**config.mk**
```make
export PLATFORM = sky130hd
export DESIGN_NAME = radix_integer_to_digits_top
export DESIGN_NICKNAME = d
export VERILOG_FILES = /design/src/hdl/rid_pkg.sv /design/src/hdl/rid_useq.sv /design/src/hdl/radix_integer_to_digits_top.sv
export SDC_FILE = /design/constraint.sdc
export NUM_CORES = 1
export LEC_CHECK = 0
export BUFFER_PORTS_ARGS = -buffer_cell sky130_fd_sc_hd__buf_2
export CAP_MARGIN = 20
export CORE_MARGIN = 5
export CORE_UTILIZATION = 45
export CTS_CLUSTER_DIAMETER = 120
export DETAILED_ROUTE_END_ITERATION = 8
export GPL_TIMING_DRIVEN = 0
export PLACE_DENSITY_LB_ADDON = 0.05
export SYNTH_ARGS = -nofsm -noshare
export SYNTH_HDL_FRONTEND = slang
export SYNTH_SLANG_ARGS = --single-unit
```
**constraint.sdc**
```tcl
create_clock -name clk -period 4.7 [get_ports clk]
set_input_delay 0.47 -clock clk [delete_from_list [all_inputs] [get_ports clk]]
set_output_delay 0.47 -clock clk [all_outputs]
set_load 0.03 [all_outputs]
```
**src/hdl/rid_pkg.sv**
```systemverilog
// Shared types, constants and the control store for the radix digit converter.
package rid_pkg;

  localparam int VALUE_WIDTH = 32;
  localparam int CNT_W       = $clog2(VALUE_WIDTH + 1);
  localparam int IDX_W       = $clog2(VALUE_WIDTH);
  localparam int BIT_W       = $clog2(VALUE_WIDTH);

  localparam logic [7:0] DIGIT_BASE  = 8'd48;
  localparam logic [7:0] LETTER_BASE = 8'd55;
  localparam logic [3:0] DIGIT_MAX   = 4'd9;
  localparam logic [7:0] MINUS_CHAR  = 8'd45;

  localparam logic [4:0] RADIX_RESET = 5'd10;
  localparam logic [4:0] RADIX_MIN   = 5'd2;
  localparam logic [4:0] RADIX_MAX   = 5'd16;

  localparam logic [BIT_W-1:0] BIT_LAST = BIT_W'(VALUE_WIDTH - 1);

  // Microprogram step addresses
  typedef logic [2:0] step_t;
  localparam step_t S_IDLE     = 3'd0;
  localparam step_t S_DIV_INIT = 3'd1;
  localparam step_t S_DIV_STEP = 3'd2;
  localparam step_t S_STORE    = 3'd3;
  localparam step_t S_SIGN     = 3'd4;
  localparam step_t S_READ     = 3'd5;
  localparam step_t S_EMIT     = 3'd6;
  localparam step_t S_END      = 3'd7;

  // Jump conditions
  typedef logic [2:0] cond_t;
  localparam cond_t C_NONE        = 3'd0;
  localparam cond_t C_ALWAYS      = 3'd1;
  localparam cond_t C_NO_START    = 3'd2;
  localparam cond_t C_DIV_MORE    = 3'd3;
  localparam cond_t C_MAG_NZ      = 3'd4;
  localparam cond_t C_MORE_DIGITS = 3'd5;

  typedef struct packed {
    logic  load;
    logic  div_init;
    logic  div_step;
    logic  store;
    logic  emit_sign;
    logic  mem_read;
    logic  emit_digit;
    cond_t cond;
    step_t target;
  } ctl_t;

  typedef struct packed {
    logic start;
    logic div_more;
    logic mag_nz;
    logic more_digits;
  } status_t;

  function automatic ctl_t ucode(input step_t step);
    ctl_t w;
    w = '0;
    unique case (step)
      S_IDLE:     begin w.load = 1'b1;       w.cond = C_NO_START;    w.target = S_IDLE;     end
      S_DIV_INIT: begin w.div_init = 1'b1;   w.cond = C_NONE;        w.target = S_IDLE;     end
      S_DIV_STEP: begin w.div_step = 1'b1;   w.cond = C_DIV_MORE;    w.target = S_DIV_STEP; end
      S_STORE:    begin w.store = 1'b1;      w.cond = C_MAG_NZ;      w.target = S_DIV_INIT; end
      S_SIGN:     begin w.emit_sign = 1'b1;  w.cond = C_NONE;        w.target = S_IDLE;     end
      S_READ:     begin w.mem_read = 1'b1;   w.cond = C_NONE;        w.target = S_IDLE;     end
      S_EMIT:     begin w.emit_digit = 1'b1; w.cond = C_MORE_DIGITS; w.target = S_READ;     end
      S_END:      begin                      w.cond = C_ALWAYS;      w.target = S_IDLE;     end
      default:    begin                      w.cond = C_ALWAYS;      w.target = S_IDLE;     end
    endcase
    return w;
  endfunction

  function automatic logic [7:0] digit_char(input logic [3:0] d);
    if (d <= DIGIT_MAX) begin
      return DIGIT_BASE + {4'd0, d};
    end
    return LETTER_BASE + {4'd0, d};
  endfunction

endpackage

```
**src/hdl/rid_useq.sv**
```systemverilog
// Microprogram sequencer: step counter, control store lookup and conditional jumps.
module rid_useq (
  input  logic             clk,
  input  logic             rst_n,
  input  rid_pkg::status_t status,
  output rid_pkg::ctl_t    ctl,
  output logic             busy
);
  import rid_pkg::*;

  step_t pc_r;
  step_t pc_nxt;
  logic  take;

  assign ctl  = ucode(pc_r);
  assign busy = (pc_r != S_IDLE);

  always_comb begin
    unique case (ctl.cond)
      C_NONE:        take = 1'b0;
      C_ALWAYS:      take = 1'b1;
      C_NO_START:    take = !status.start;
      C_DIV_MORE:    take = status.div_more;
      C_MAG_NZ:      take = status.mag_nz;
      C_MORE_DIGITS: take = status.more_digits;
      default:       take = 1'b1;
    endcase
    pc_nxt = take ? ctl.target : pc_r + step_t'(1);
  end

  always_ff @(posedge clk) begin
    if (!rst_n) begin
      pc_r <= S_IDLE;
    end else begin
      pc_r <= pc_nxt;
    end
  end

endmodule

```
**src/hdl/radix_integer_to_digits_top.sv**
```systemverilog
// Top level: signed integer to ASCII digits in a configurable radix.
// Sequence: per digit a division pass (init, then one quotient bit per cycle through the
//   shift-subtract divider, then store) until the quotient is zero; then a '-' for a
//   negative value, then each digit is read from the store and emitted, most significant
//   first. A new value is taken only once the sequencer is idle; receiver cannot stall.
// Reset (rst_n, synchronous, active low): sequencer to idle, radix to 10, strobe low.
module radix_integer_to_digits_top (
  input  logic                             clk,
  input  logic                             rst_n,
  input  logic                             start,
  output logic                             busy,
  input  logic signed [rid_pkg::VALUE_WIDTH-1:0] in_value,
  input  logic                             cfg_wr_en,
  input  logic [4:0]                       cfg_wr_data,
  output logic                             out_valid,
  output logic [7:0]                       out_character,
  output logic                             out_last
);
  import rid_pkg::*;

  ctl_t    ctl;
  status_t status;

  // Configuration
  logic [4:0] radix_r;
  logic [4:0] base;

  // Datapath registers
  logic [VALUE_WIDTH-1:0] mag_r;      // magnitude, becomes the quotient each pass
  logic                   neg_r;
  logic [3:0]             rem_r;      // partial remainder, always below the base
  logic [BIT_W-1:0]       bit_r;      // quotient bit counter
  logic [CNT_W-1:0]       count_r;    // digits held in the store
  logic [3:0]             rd_data_r;

  // Digit store, least significant digit at index 0
  logic [3:0] digit_mem [VALUE_WIDTH];

  // Output registers
  logic       out_valid_r;
  logic [7:0] out_char_r;
  logic       out_last_r;

  logic [4:0] rem_shift;
  logic       rem_ge;
  logic [4:0] rem_sub;
  logic       do_load;
  logic [IDX_W-1:0] rd_idx;

  rid_useq u_seq (
    .clk    (clk),
    .rst_n  (rst_n),
    .status (status),
    .ctl    (ctl),
    .busy   (busy)
  );

  // Out-of-range radix codes saturate to 2 and 16
  always_comb begin
    priority if (radix_r < RADIX_MIN) begin
      base = RADIX_MIN;
    end else if (radix_r > RADIX_MAX) begin
      base = RADIX_MAX;
    end else begin
      base = radix_r;
    end
  end

  // One restoring-division step: shift in the next dividend bit, subtract if it fits
  assign rem_shift = {rem_r, mag_r[VALUE_WIDTH-1]};
  assign rem_ge    = (rem_shift >= base);
  assign rem_sub   = rem_shift - base;

  assign do_load = ctl.load && start;
  assign rd_idx  = IDX_W'(count_r - CNT_W'(1));

  assign status.start       = start;
  assign status.div_more    = (bit_r != BIT_LAST);
  assign status.mag_nz      = (mag_r != '0);
  assign status.more_digits = (count_r != CNT_W'(1));

  always_ff @(posedge clk) begin
    if (!rst_n) begin
      radix_r <= RADIX_RESET;
    end else if (cfg_wr_en) begin
      radix_r <= cfg_wr_data;
    end
  end

  always_ff @(posedge clk) begin
    if (!rst_n) begin
      count_r <= '0;
    end else if (do_load) begin
      count_r <= '0;
    end else if (ctl.store) begin
      count_r <= count_r + CNT_W'(1);
    end else if (ctl.emit_digit) begin
      count_r <= count_r - CNT_W'(1);
    end
  end

  // Payload registers; the negation of the most negative value is its exact magnitude
  always_ff @(posedge clk) begin
    if (do_load) begin
      neg_r <= in_value[VALUE_WIDTH-1];
      mag_r <= in_value[VALUE_WIDTH-1] ? VALUE_WIDTH'(-in_value) : VALUE_WIDTH'(in_value);
    end else if (ctl.div_step) begin
      mag_r <= {mag_r[VALUE_WIDTH-2:0], rem_ge};
    end
    if (ctl.div_init) begin
      rem_r <= '0;
      bit_r <= '0;
    end else if (ctl.div_step) begin
      rem_r <= rem_ge ? rem_sub[3:0] : rem_shift[3:0];
      bit_r <= bit_r + BIT_W'(1);
    end
  end

  always_ff @(posedge clk) begin
    if (ctl.store) begin
      digit_mem[count_r[IDX_W-1:0]] <= rem_r;
    end
    if (ctl.mem_read) begin
      rd_data_r <= digit_mem[rd_idx];
    end
  end

  // Result strobe: '-' transfer for a negative value, then digits most significant first
  always_ff @(posedge clk) begin
    if (!rst_n) begin
      out_valid_r <= 1'b0;
    end else begin
      out_valid_r <= (ctl.emit_sign && neg_r) || ctl.emit_digit;
    end
  end

  always_ff @(posedge clk) begin
    if (ctl.emit_digit) begin
      out_char_r <= digit_char(rd_data_r);
      out_last_r <= !status.more_digits;
    end else begin
      out_char_r <= MINUS_CHAR;
      out_last_r <= 1'b0;
    end
  end

  assign out_valid     = out_valid_r;
  assign out_character = out_char_r;
  assign out_last      = out_last_r;

  // The run ends and the sequencer is idle in the cycle after the last transfer
  a_last_then_idle: assert property (@(posedge clk) disable iff (!rst_n)
    out_valid && out_last |=> !busy)
    else $error("sequencer not idle after last character");

  // Digit count stays within the store
  a_count_bound: assert property (@(posedge clk) disable iff (!rst_n)
    count_r <= CNT_W'(VALUE_WIDTH))
    else $error("digit count beyond store depth");

  // An accepted value always makes the block busy
  a_start_busy: assert property (@(posedge clk) disable iff (!rst_n)
    start && !busy |=> busy)
    else $error("accepted value did not start the sequencer");

  // A transfer only follows a busy cycle
  a_valid_busy: assert property (@(posedge clk) disable iff (!rst_n)
    out_valid |-> $past(busy))
    else $error("result strobe while idle");

endmodule
```
==> impl_metrics.ini, run 1 <==
[drt]
totalWireLength_mm = 20.98
firstDrtPassIters = 5
vias = 6058
first_iter_violations = 420
ant_nets = 0
wl_per_cell_microns = 19.48
route.detailed.drc = 0
drt-vias-per-instance = 5.625

[finish]
diodes = 0
stdcell_area_sq_um = 10490
fill_cells = 1797
drive_above_1_share_pct = 17.60
syn2layout_area_growth_pct = 12.93
fin_nets = 858

[critical_path]
critPathMaxStageDelay_ns = 0.56
critPathKind = register to register
r2r_setup_slack_ns = 0.83
rr_worst_depth = 10
critPathLaunchType = register
reg2reg_from = count_r[0]
path_common_cell = buf_2
path_cells = buf_2, buf_2, inv_1, ha_1, clkbuf_1, buf_1, mux4_2, mux2i_1, o22ai_1, a211o_1
required_ns = 4.86
end_kind = register
slowest_stage = buf_1
worstPathMaxFanout = 10
worstPathArrival_ns = 4.03
reg2reg_to = rd_data_r[0]

[logic_synthesis]
syn_nets = 785
netlist.area_leader.share_pct = 53.35
post-synth-top-count-cell = edfxtp_1
yosysWarnings = 0
avgSynthCellArea_sq_um = 12.86
synth-seq-cells = 197
syn_area_sq_um = 9286
synth_area_leader_cell = edfxtp_1
synthCells = 722
async_flop_share_pct = 0
synth_ff_type = edfxtp_1
synth_edf_count = 165
ys_seq_area_share_pct = 60.25
yosys-top-cells-area = edfxtp_1, mux4_2, dfxtp_1, nand2_1, ha_1
synth_commonest_cells = edfxtp_1, nand2_1, nor2_1
synth_cell_type_count = 66

[worst_hold_path]
min_to = radix_r[3]
hold_class = input pin to register
hold_depth = 3
worstHoldStart = cfg_wr_data[3]

[grt]
grt_antenna_before_repair = 0
grt_max_degree = 35
grt_pass1_wl_mm = 33.44
grtUsageTotal_pct = 18.11
grt_pass1_vias = 6169
grt-ovfl-total = 0

[sta]
setup_viol = 0
hold_viol = 0
worstMarginPinSlew_ns = 0.9001
worst_slack_ns = 0.8301
slew_headroom_pct = 39.79
period_minus_slack_ns = 3.870
period_share_pct = 82.34
fin_setup_tns_ns = 0
slew_violations = 0
rsz0062_at_grt = false
fmax_mhz = 258.4
clock_skew_ns = 0.008317

[cts]
cts_sinks = 197
htreeDepth = 4
clockRootBuffer = clkbuf_16
cts_buffers = 17
post_cts_buffers = 0
cts_resized = 0
clock_path_buffers = 2
clk_latency_ns = 0.43
path_clk_slew_ns = 0.07
ctsHoldBuffers = 0
cts_tree = done

[floorplan]
chipWidth_microns = 153.7
fp.dieArea_sq_um = 23610
io_pins = 52
die_y_microns = 153.7
row_count = 52
coreArea_sq_um = 20300
initial_core_util_pct = 45.75

[run]
drv_cap = 0

[pwr]
p_per_area_nw_per_um2 = 453.0
power_leakage_nw = 3.670
vdd_drop_max_uv = 248.4

[placement]
port_buffers = 49
gp_congestion = 0.8290
post-place-ws_ns = 0.8294
dp_hpwl_mm = 15.60
postPlaceCellArea_sq_um = 9942

[run_status]
status = complete, no violations
-- flip-flops by register name, indices dropped and copies added, names as in the netlist --
register,cells
out_valid,1
out_character,7
bit_r,5
out_last,1
u_seq.pc_r,3
count_r,6
rd_data_r,4
radix_r,5
rem_r,4
mag_r,32
neg_r,1
digit_mem,128
-- cell usage in the layout (no fill, tap or decap), types with 18 or more instances in the layout --
master / count
edfxtp_1: 165
nand2_1: 86
mux2i_1: 18
xor2_1: 22
dfxtp_1: 32
inv_1: 22
mux4_2: 32
clkbuf_1: 20
buf_2: 56
nor2_1: 70
o21ai_0: 38
ha_1: 21
-- final cells by class --
type	count	area [sq um]	share of cell area [%]
multi-input combinational	470	3472	33.11
timing repair buffer	54	345.3	3.293
sequential	197	5595	53.35
clock inverter	12	85.08	0.8113
tap	270	337.8	3.221
inverter	22	82.58	0.7874
buffer	33	136.4	1.300
clock buffer	19	432.9	4.128
-- metrics by stage --
| step | instances | total power (W) | utilization, % | hold WS (ns) |
|---|---|---|---|---|
| finish | 1077 | 0.004751 | 51.66 | 0.2661 |
| CTS | 1076 | 0.004779 | 51.53 | 0.2490 |
| global placement | 1041 | 0.003407 | 48.62 | 0.4463 |
| floorplan | 722 | 0.003090 | - | 0.4406 |
| detailed placement | 1045 | 0.003489 | 48.98 | 0.4578 |
| global route | 1077 | 0.005011 | 51.66 | 0.2497 |
-- routing by layer --
layer / up-vias / GRT usage, % / share of wire (%)
met5: - / 0 / 0
met4: 0 / 5.635 / 1.7
met3: 28 / 2.726 / 4.4
met2: 145 / 29.18 / 49
met1: 3030 / 25.53 / 45
li1: 2855 / - / -
-- kinds of logic after synthesis --
logic type	count (synthesis)	synth area share, %
other	1	0.04038
multiplexers	50	9.701
flip-flops	197	60.25
adder cells (fa/ha/maj)	22	3.045
AND/OR/NAND/NOR	248	13.00
XOR/XNOR	39	3.678
AO/OA/AOI/OAI	110	7.922
buffers and inverters	55	2.358
-- worst max-delay path by stage --
| stage | startpoint | end | slack [ns] | cells past startpoint |
|---|---|---|---|---|
| final | count_r[0] | rd_data_r[0] | 0.83 | 10 |
| after global routing | count_r[0] | rd_data_r[1] | 0.61 | 10 |
| after CTS | count_r[0] | rd_data_r[1] | 0.81 | 10 |
| after detailed placement | count_r[0] | rd_data_r[2] | 0.83 | 10 |
| after global placement | count_r[0] | rd_data_r[1] | 0.83 | 10 |
| after floorplan | count_r[0] | rd_data_r[1] | 1.77 | 10 |
-- worst max-delay path: cells and delay by family, from the launching register on --
family / cells / cell delay (ns)
buffers and inverters: 5 / 1.77
DFF: 1 / 0.36
muxes: 2 / 0.67
AOI/OAI and AO/OA: 2 / 0.47
adders and majority gates: 1 / 0.31
-- where the power goes --
group	switching [W]	internal, W
clock	0.000612	0.000672
sequential	0.000166	0.00227
combinational	0.000644	0.000386
total	0.00142	0.00333
Note: power is estimated with default switching activity, not from simulation.
==> inputs of run 2 (changes only) <==
ABC_AREA = 1   (was unset)
clock period = 3.82 ns   (was 4.7 ns; I/O delays follow)
==> impl_metrics.ini, run 2 <==
[sta]
rsz0062_at_grt = false
fin_setup_tns_ns = 0
hold_viol = 0
whs_ns = 0.1515
period_share_pct = 77.06
slew_violations = 0
clock_skew_ns = 0.01142
setup_viol = 0
slew_headroom_pct = 42.05
worstMarginPinSlew_ns = 0.8680
fmax_mhz = 339.7
period_minus_slack_ns = 2.944

[critical_path]
critPathKind = register to register
path_cells = inv_2, buf_4, buf_2, ha_1, buf_2, buf_2, nor2_1, o21ai_0, o211ai_1, nand3_1, nand2_1, nand2_1, nand2_1
end_kind = register
critPathMaxStageDelay_ns = 0.52
worstPathArrival_ns = 3.12
required_ns = 3.99
slowest_stage = dfxtp_1
worstPathMaxFanout = 12
critPathLaunchType = register

[cts]
path_clk_slew_ns = 0.08
ctsHoldBuffers = 0
htreeDepth = 4
post_cts_buffers = 0
clock_path_buffers = 2
cts_sinks = 197
cts_buffers = 17
clk_latency_ns = 0.43
cts_resized = 0
cts_tree = done
clockRootBuffer = clkbuf_16

[placement]
gp_congestion = 0.8618
numPlacedInstances = 1352
port_buffers = 50
dp_hpwl_mm = 17.17

[logic_synthesis]
netlist.area_leader.share_pct = 51.40
post-synth-top-count-cell = nor2_1
synthCells = 1024
synth_cell_type_count = 41
synth_edf_count = 165
async_flop_share_pct = 0
yosysWarnings = 0
syn_area_sq_um = 9640
synth-seq-cells = 197
ys_seq_area_share_pct = 58.04
synth_area_leader_cell = edfxtp_1
yosys-top-cells-area = edfxtp_1, nor2_1, nand2_1, dfxtp_1, o21ai_0
synth_commonest_cells = nor2_1, nand2_1, edfxtp_1
syn_nets = 1087
synth_ff_type = edfxtp_1
avgSynthCellArea_sq_um = 9.415

[finish]
syn2layout_area_growth_pct = 12.58
largest_reg_flops = 128
layout_common_cells = nor2_1, nand2_1, edfxtp_1
final_common_cell = nor2_1
fin_nets = 1159
drive_above_1_share_pct = 12.62
final_cells = 1384
diodes = 0
final_core_util_pct = 51.47

[floorplan]
row_count = 53
initial_core_util_pct = 45.72
die_y_microns = 156.4
chipWidth_microns = 156.4
coreArea_sq_um = 21090
fp.dieArea_sq_um = 24450
io_pins = 52

[drt]
vias = 7232
drt-vias-per-instance = 5.225
route.detailed.drc = 0
ant_nets = 0
totalWireLength_mm = 23.52
firstDrtPassIters = 5
first_iter_violations = 416
wl_per_cell_microns = 16.99

[pwr]
vdd_drop_max_uv = 326.6
p_per_area_nw_per_um2 = 639.5
power_leakage_nw = 4.172

[worst_hold_path]
hold_class = input pin to register

[run_status]
status = complete, no violations

[grt]
grt_pass1_vias = 7144
grt_max_degree = 37
grt_pass1_wl_mm = 38.42
grt_antenna_before_repair = 0
grt-ovfl-total = 0
grtUsageTotal_pct = 20.19

[run]
drv_cap = 0
-- run 2: worst paths after layout --
kind	slack (ns)	to	cells past startpoint	start
setup reg to reg	0.88	rd_data_r[0]	13	count_r[0]
hold / removal	0.15	radix_r[1]	3	cfg_wr_data[1]
setup / recovery	0.88	rd_data_r[0]	13	count_r[0]
hold reg to reg	0.48	out_character[2]	2	rd_data_r[2]
-- run 2: metal layers --
| layer | part of all wire [%] | wire [microns] | track usage, % |
|---|---|---|---|
| met1 | 45 | 10590 | 27.02 |
| met2 | 49 | 11490 | 33.95 |
| met3 | 3.8 | 884 | 2.987 |
| met4 | 2.4 | 554 | 6.570 |
| met5 | 0 | 0 | 0 |
-- run 2: report_power, final --
part           switching (W)  internal [W]
clock               0.000825      0.000849
combinational        0.00136      0.000704
sequential          0.000310       0.00289
total                0.00249       0.00445
-- run 2: area by class of cell --
cell class | count | area [sq um]
clock buffer | 17 | 425.4
timing repair buffer | 53 | 320.3
inverter | 63 | 241.5
buffer | 39 | 230.2
clock inverter | 15 | 120.1
tap | 275 | 344.1
multi-input combinational | 725 | 3573
sequential | 197 | 5598
fill | 2057 | 10230
-- run 2: logic make-up after synthesis --
group	after synthesis	share of synthesized area, %
other	1	0.03890
and+or+nand+nor	515	22.32
xor gates and xnor gates	16	1.648
DFF	197	58.04
buffers and inverters	102	4.893
adders and majority gates	22	2.933
AOI/OAI and AO/OA	171	10.12
-- run 2: worst max-delay path, delay by kind of cell, from the launching register on --
kind / cells / cell delay (ns)
fa+ha+maj: 1 / 0.36
simple gates: 5 / 0.39
compound gates: 2 / 0.32
buf+inv: 5 / 1.09
flops: 1 / 0.52
-- run 2: per-stage QoR --
step	setup WS, ns	power (W)	area (sq um)
after floorplan	1.666	0.004540	9641
after global placement	0.9006	0.005254	10230
after detailed placement	0.8836	0.005348	10310
after CTS	0.8746	0.007014	10850
after global routing	0.7055	0.007407	10850
final	0.8765	0.006941	10850
==> inputs of run 3 (changes only) <==
clock period = 2.67 ns   (was 3.82 ns; I/O delays follow)
==> impl_metrics.ini, run 3 (synthesis gave the netlist of run 2 again) <==
[run_status]
status = complete, no violations

[floorplan]
fp.dieArea_sq_um = 24450
row_count = 53
initial_core_util_pct = 45.72
coreArea_sq_um = 21090
die_y_microns = 156.4
chipWidth_microns = 156.4
io_pins = 52

[grt]
gr-usage-met3_pct = 2.987
grt_use_met1_pct = 27.02
grt.busiest_layer = met2
grt_pass1_vias = 7144
grt_pass1_wl_mm = 38.43
grt_antenna_before_repair = 0
grtUsageTotal_pct = 20.20
met2_usage_pct = 33.97
grt_max_degree = 37
grt-ovfl-total = 0

[pwr]
p_comb_share_pct = 29.9
p_int_w = 0.006382
switchingPower_w = 0.003573
clockPowerShare_pct = 24.1
p_seq_share_pct = 46.0
power_leakage_nw = 4.179
p_per_area_nw_per_um2 = 914.8
switching_share_pct = 35.89
total_power_w = 0.009955
vdd_drop_max_uv = 470.7

[finish]
diodes = 0
largest_reg_flops = 128
final_core_util_pct = 51.60
final_common_cell = nor2_1
syn2layout_area_growth_pct = 12.87
drive_above_1_share_pct = 13.07
final_cells = 1384
fin_nets = 1159
layout_common_cells = nor2_1, nand2_1, edfxtp_1

[placement]
dp_hpwl_mm = 17.17
numPlacedInstances = 1352
port_buffers = 50
gp_congestion = 0.8618

[cts]
cts_buffers = 17
cts_tree = done
ctsHoldBuffers = 0
clk_latency_ns = 0.43
htreeDepth = 4
cts_sinks = 197
path_clk_slew_ns = 0.08
clock_path_buffers = 2
post_cts_buffers = 0
clockRootBuffer = clkbuf_16

[sta]
clock_skew_ns = 0.01003
rsz0062_at_grt = false
period_share_pct = 94.94
fin_setup_tns_ns = 0
period_minus_slack_ns = 2.535
slew_headroom_pct = 42.74
slew_violations = 0
hold_viol = 0
setup_viol = 0
fmax_mhz = 394.5
worstMarginPinSlew_ns = 0.8577
whs_ns = 0.03703

[critical_path]
worstPathArrival_ns = 2.71
critPathKind = register to register
worstPathMaxFanout = 12
end_kind = register
critPathLaunchType = register
required_ns = 2.84

[drt]
ant_nets = 0
first_iter_violations = 405
route.detailed.drc = 0
vias = 7252
wl_per_cell_microns = 17.02
drt-vias-per-instance = 5.240
firstDrtPassIters = 7
totalWireLength_mm = 23.56

[run]
drv_cap = 0

[worst_hold_path]
hold_class = input pin to register
-- run 3: cell types whose count changed in the layout (fill, tap and decap cells not counted) --
cell / change
nor2_2: +1
ha_1: -1
nor2_1: -1
dfxtp_4: +1
buf_6: +2
ha_2: +1
buf_4: +2
dfxtp_1: -1
clkbuf_2: +2
clkbuf_1: -2
buf_2: -4
-- run 3: power groups by stage --
stage | Clock, W | Sequential [W] | Combinational, W
3_5_place_dp | 0 | 0.00466 | 0.00299
3_3_place_gp | 0 | 0.00473 | 0.00279
6_report | 0.00240 | 0.00458 | 0.00297
5_1_grt | 0.00258 | 0.00466 | 0.00339
2_1_floorplan | 0 | 0.00450 | 0.00200
4_1_cts | 0.00244 | 0.00459 | 0.00301
-- run 3: final cells by class --
class	instances	area, sq um
Clock buffer	17	425.4
Clock inverter	15	120.1
Fill cell	2052	10210
Inverter	63	241.5
Timing Repair Buffer	53	320.3
Multi-Input combinational cell	725	3578
Tap cell	275	344.1
Buffer	39	250.2
Sequential cell	197	5602
-- run 3: layer usage --
metal / share of wire (%) / routed length, microns
met1: 45 / 10650
met2: 49 / 11520
met3: 3.6 / 846
met4: 2.3 / 539
met5: 0 / 0
-- run 3: critical path, stage by stage (launching register included) --
cell	delay [ns]
dfxtp_4	0.40
inv_2	0.07
buf_4	0.17
buf_2	0.21
ha_1	0.37
buf_6	0.18
buf_4	0.20
nor2_1	0.06
o21ai_1	0.10
o211ai_1	0.18
nand3_1	0.11
nand2_1	0.06
nand2_1	0.06
nand2_1	0.09
-- run 3: per-stage QoR --
step                      setup slack [ns]  area (sq um)
after global routing              0.004338         10880
after floorplan                     0.5157          9641
after global placement             -0.2494         10230
final                               0.1351         10880
after detailed placement           -0.2664         10310
after CTS                          0.02136         10860
-- run 3: timing repair --
action                                 4_1_cts  5_1_grt
resized for setup                            5        9
setup endpoints to repair                    4        9
endpoints found under the hold margin        0        0
pin swaps                                    0        0
-- run 3: worst paths after layout --
path	startpoint	end	slack [ns]	cells after the start
worst max-delay path	count_r[0]	rd_data_r[3]	0.14	13
worst min-delay path	cfg_wr_data[1]	radix_r[1]	0.04	3
worst max register to register	count_r[0]	rd_data_r[3]	0.14	13
worst min register to register	rd_data_r[2]	out_character[2]	0.48	2
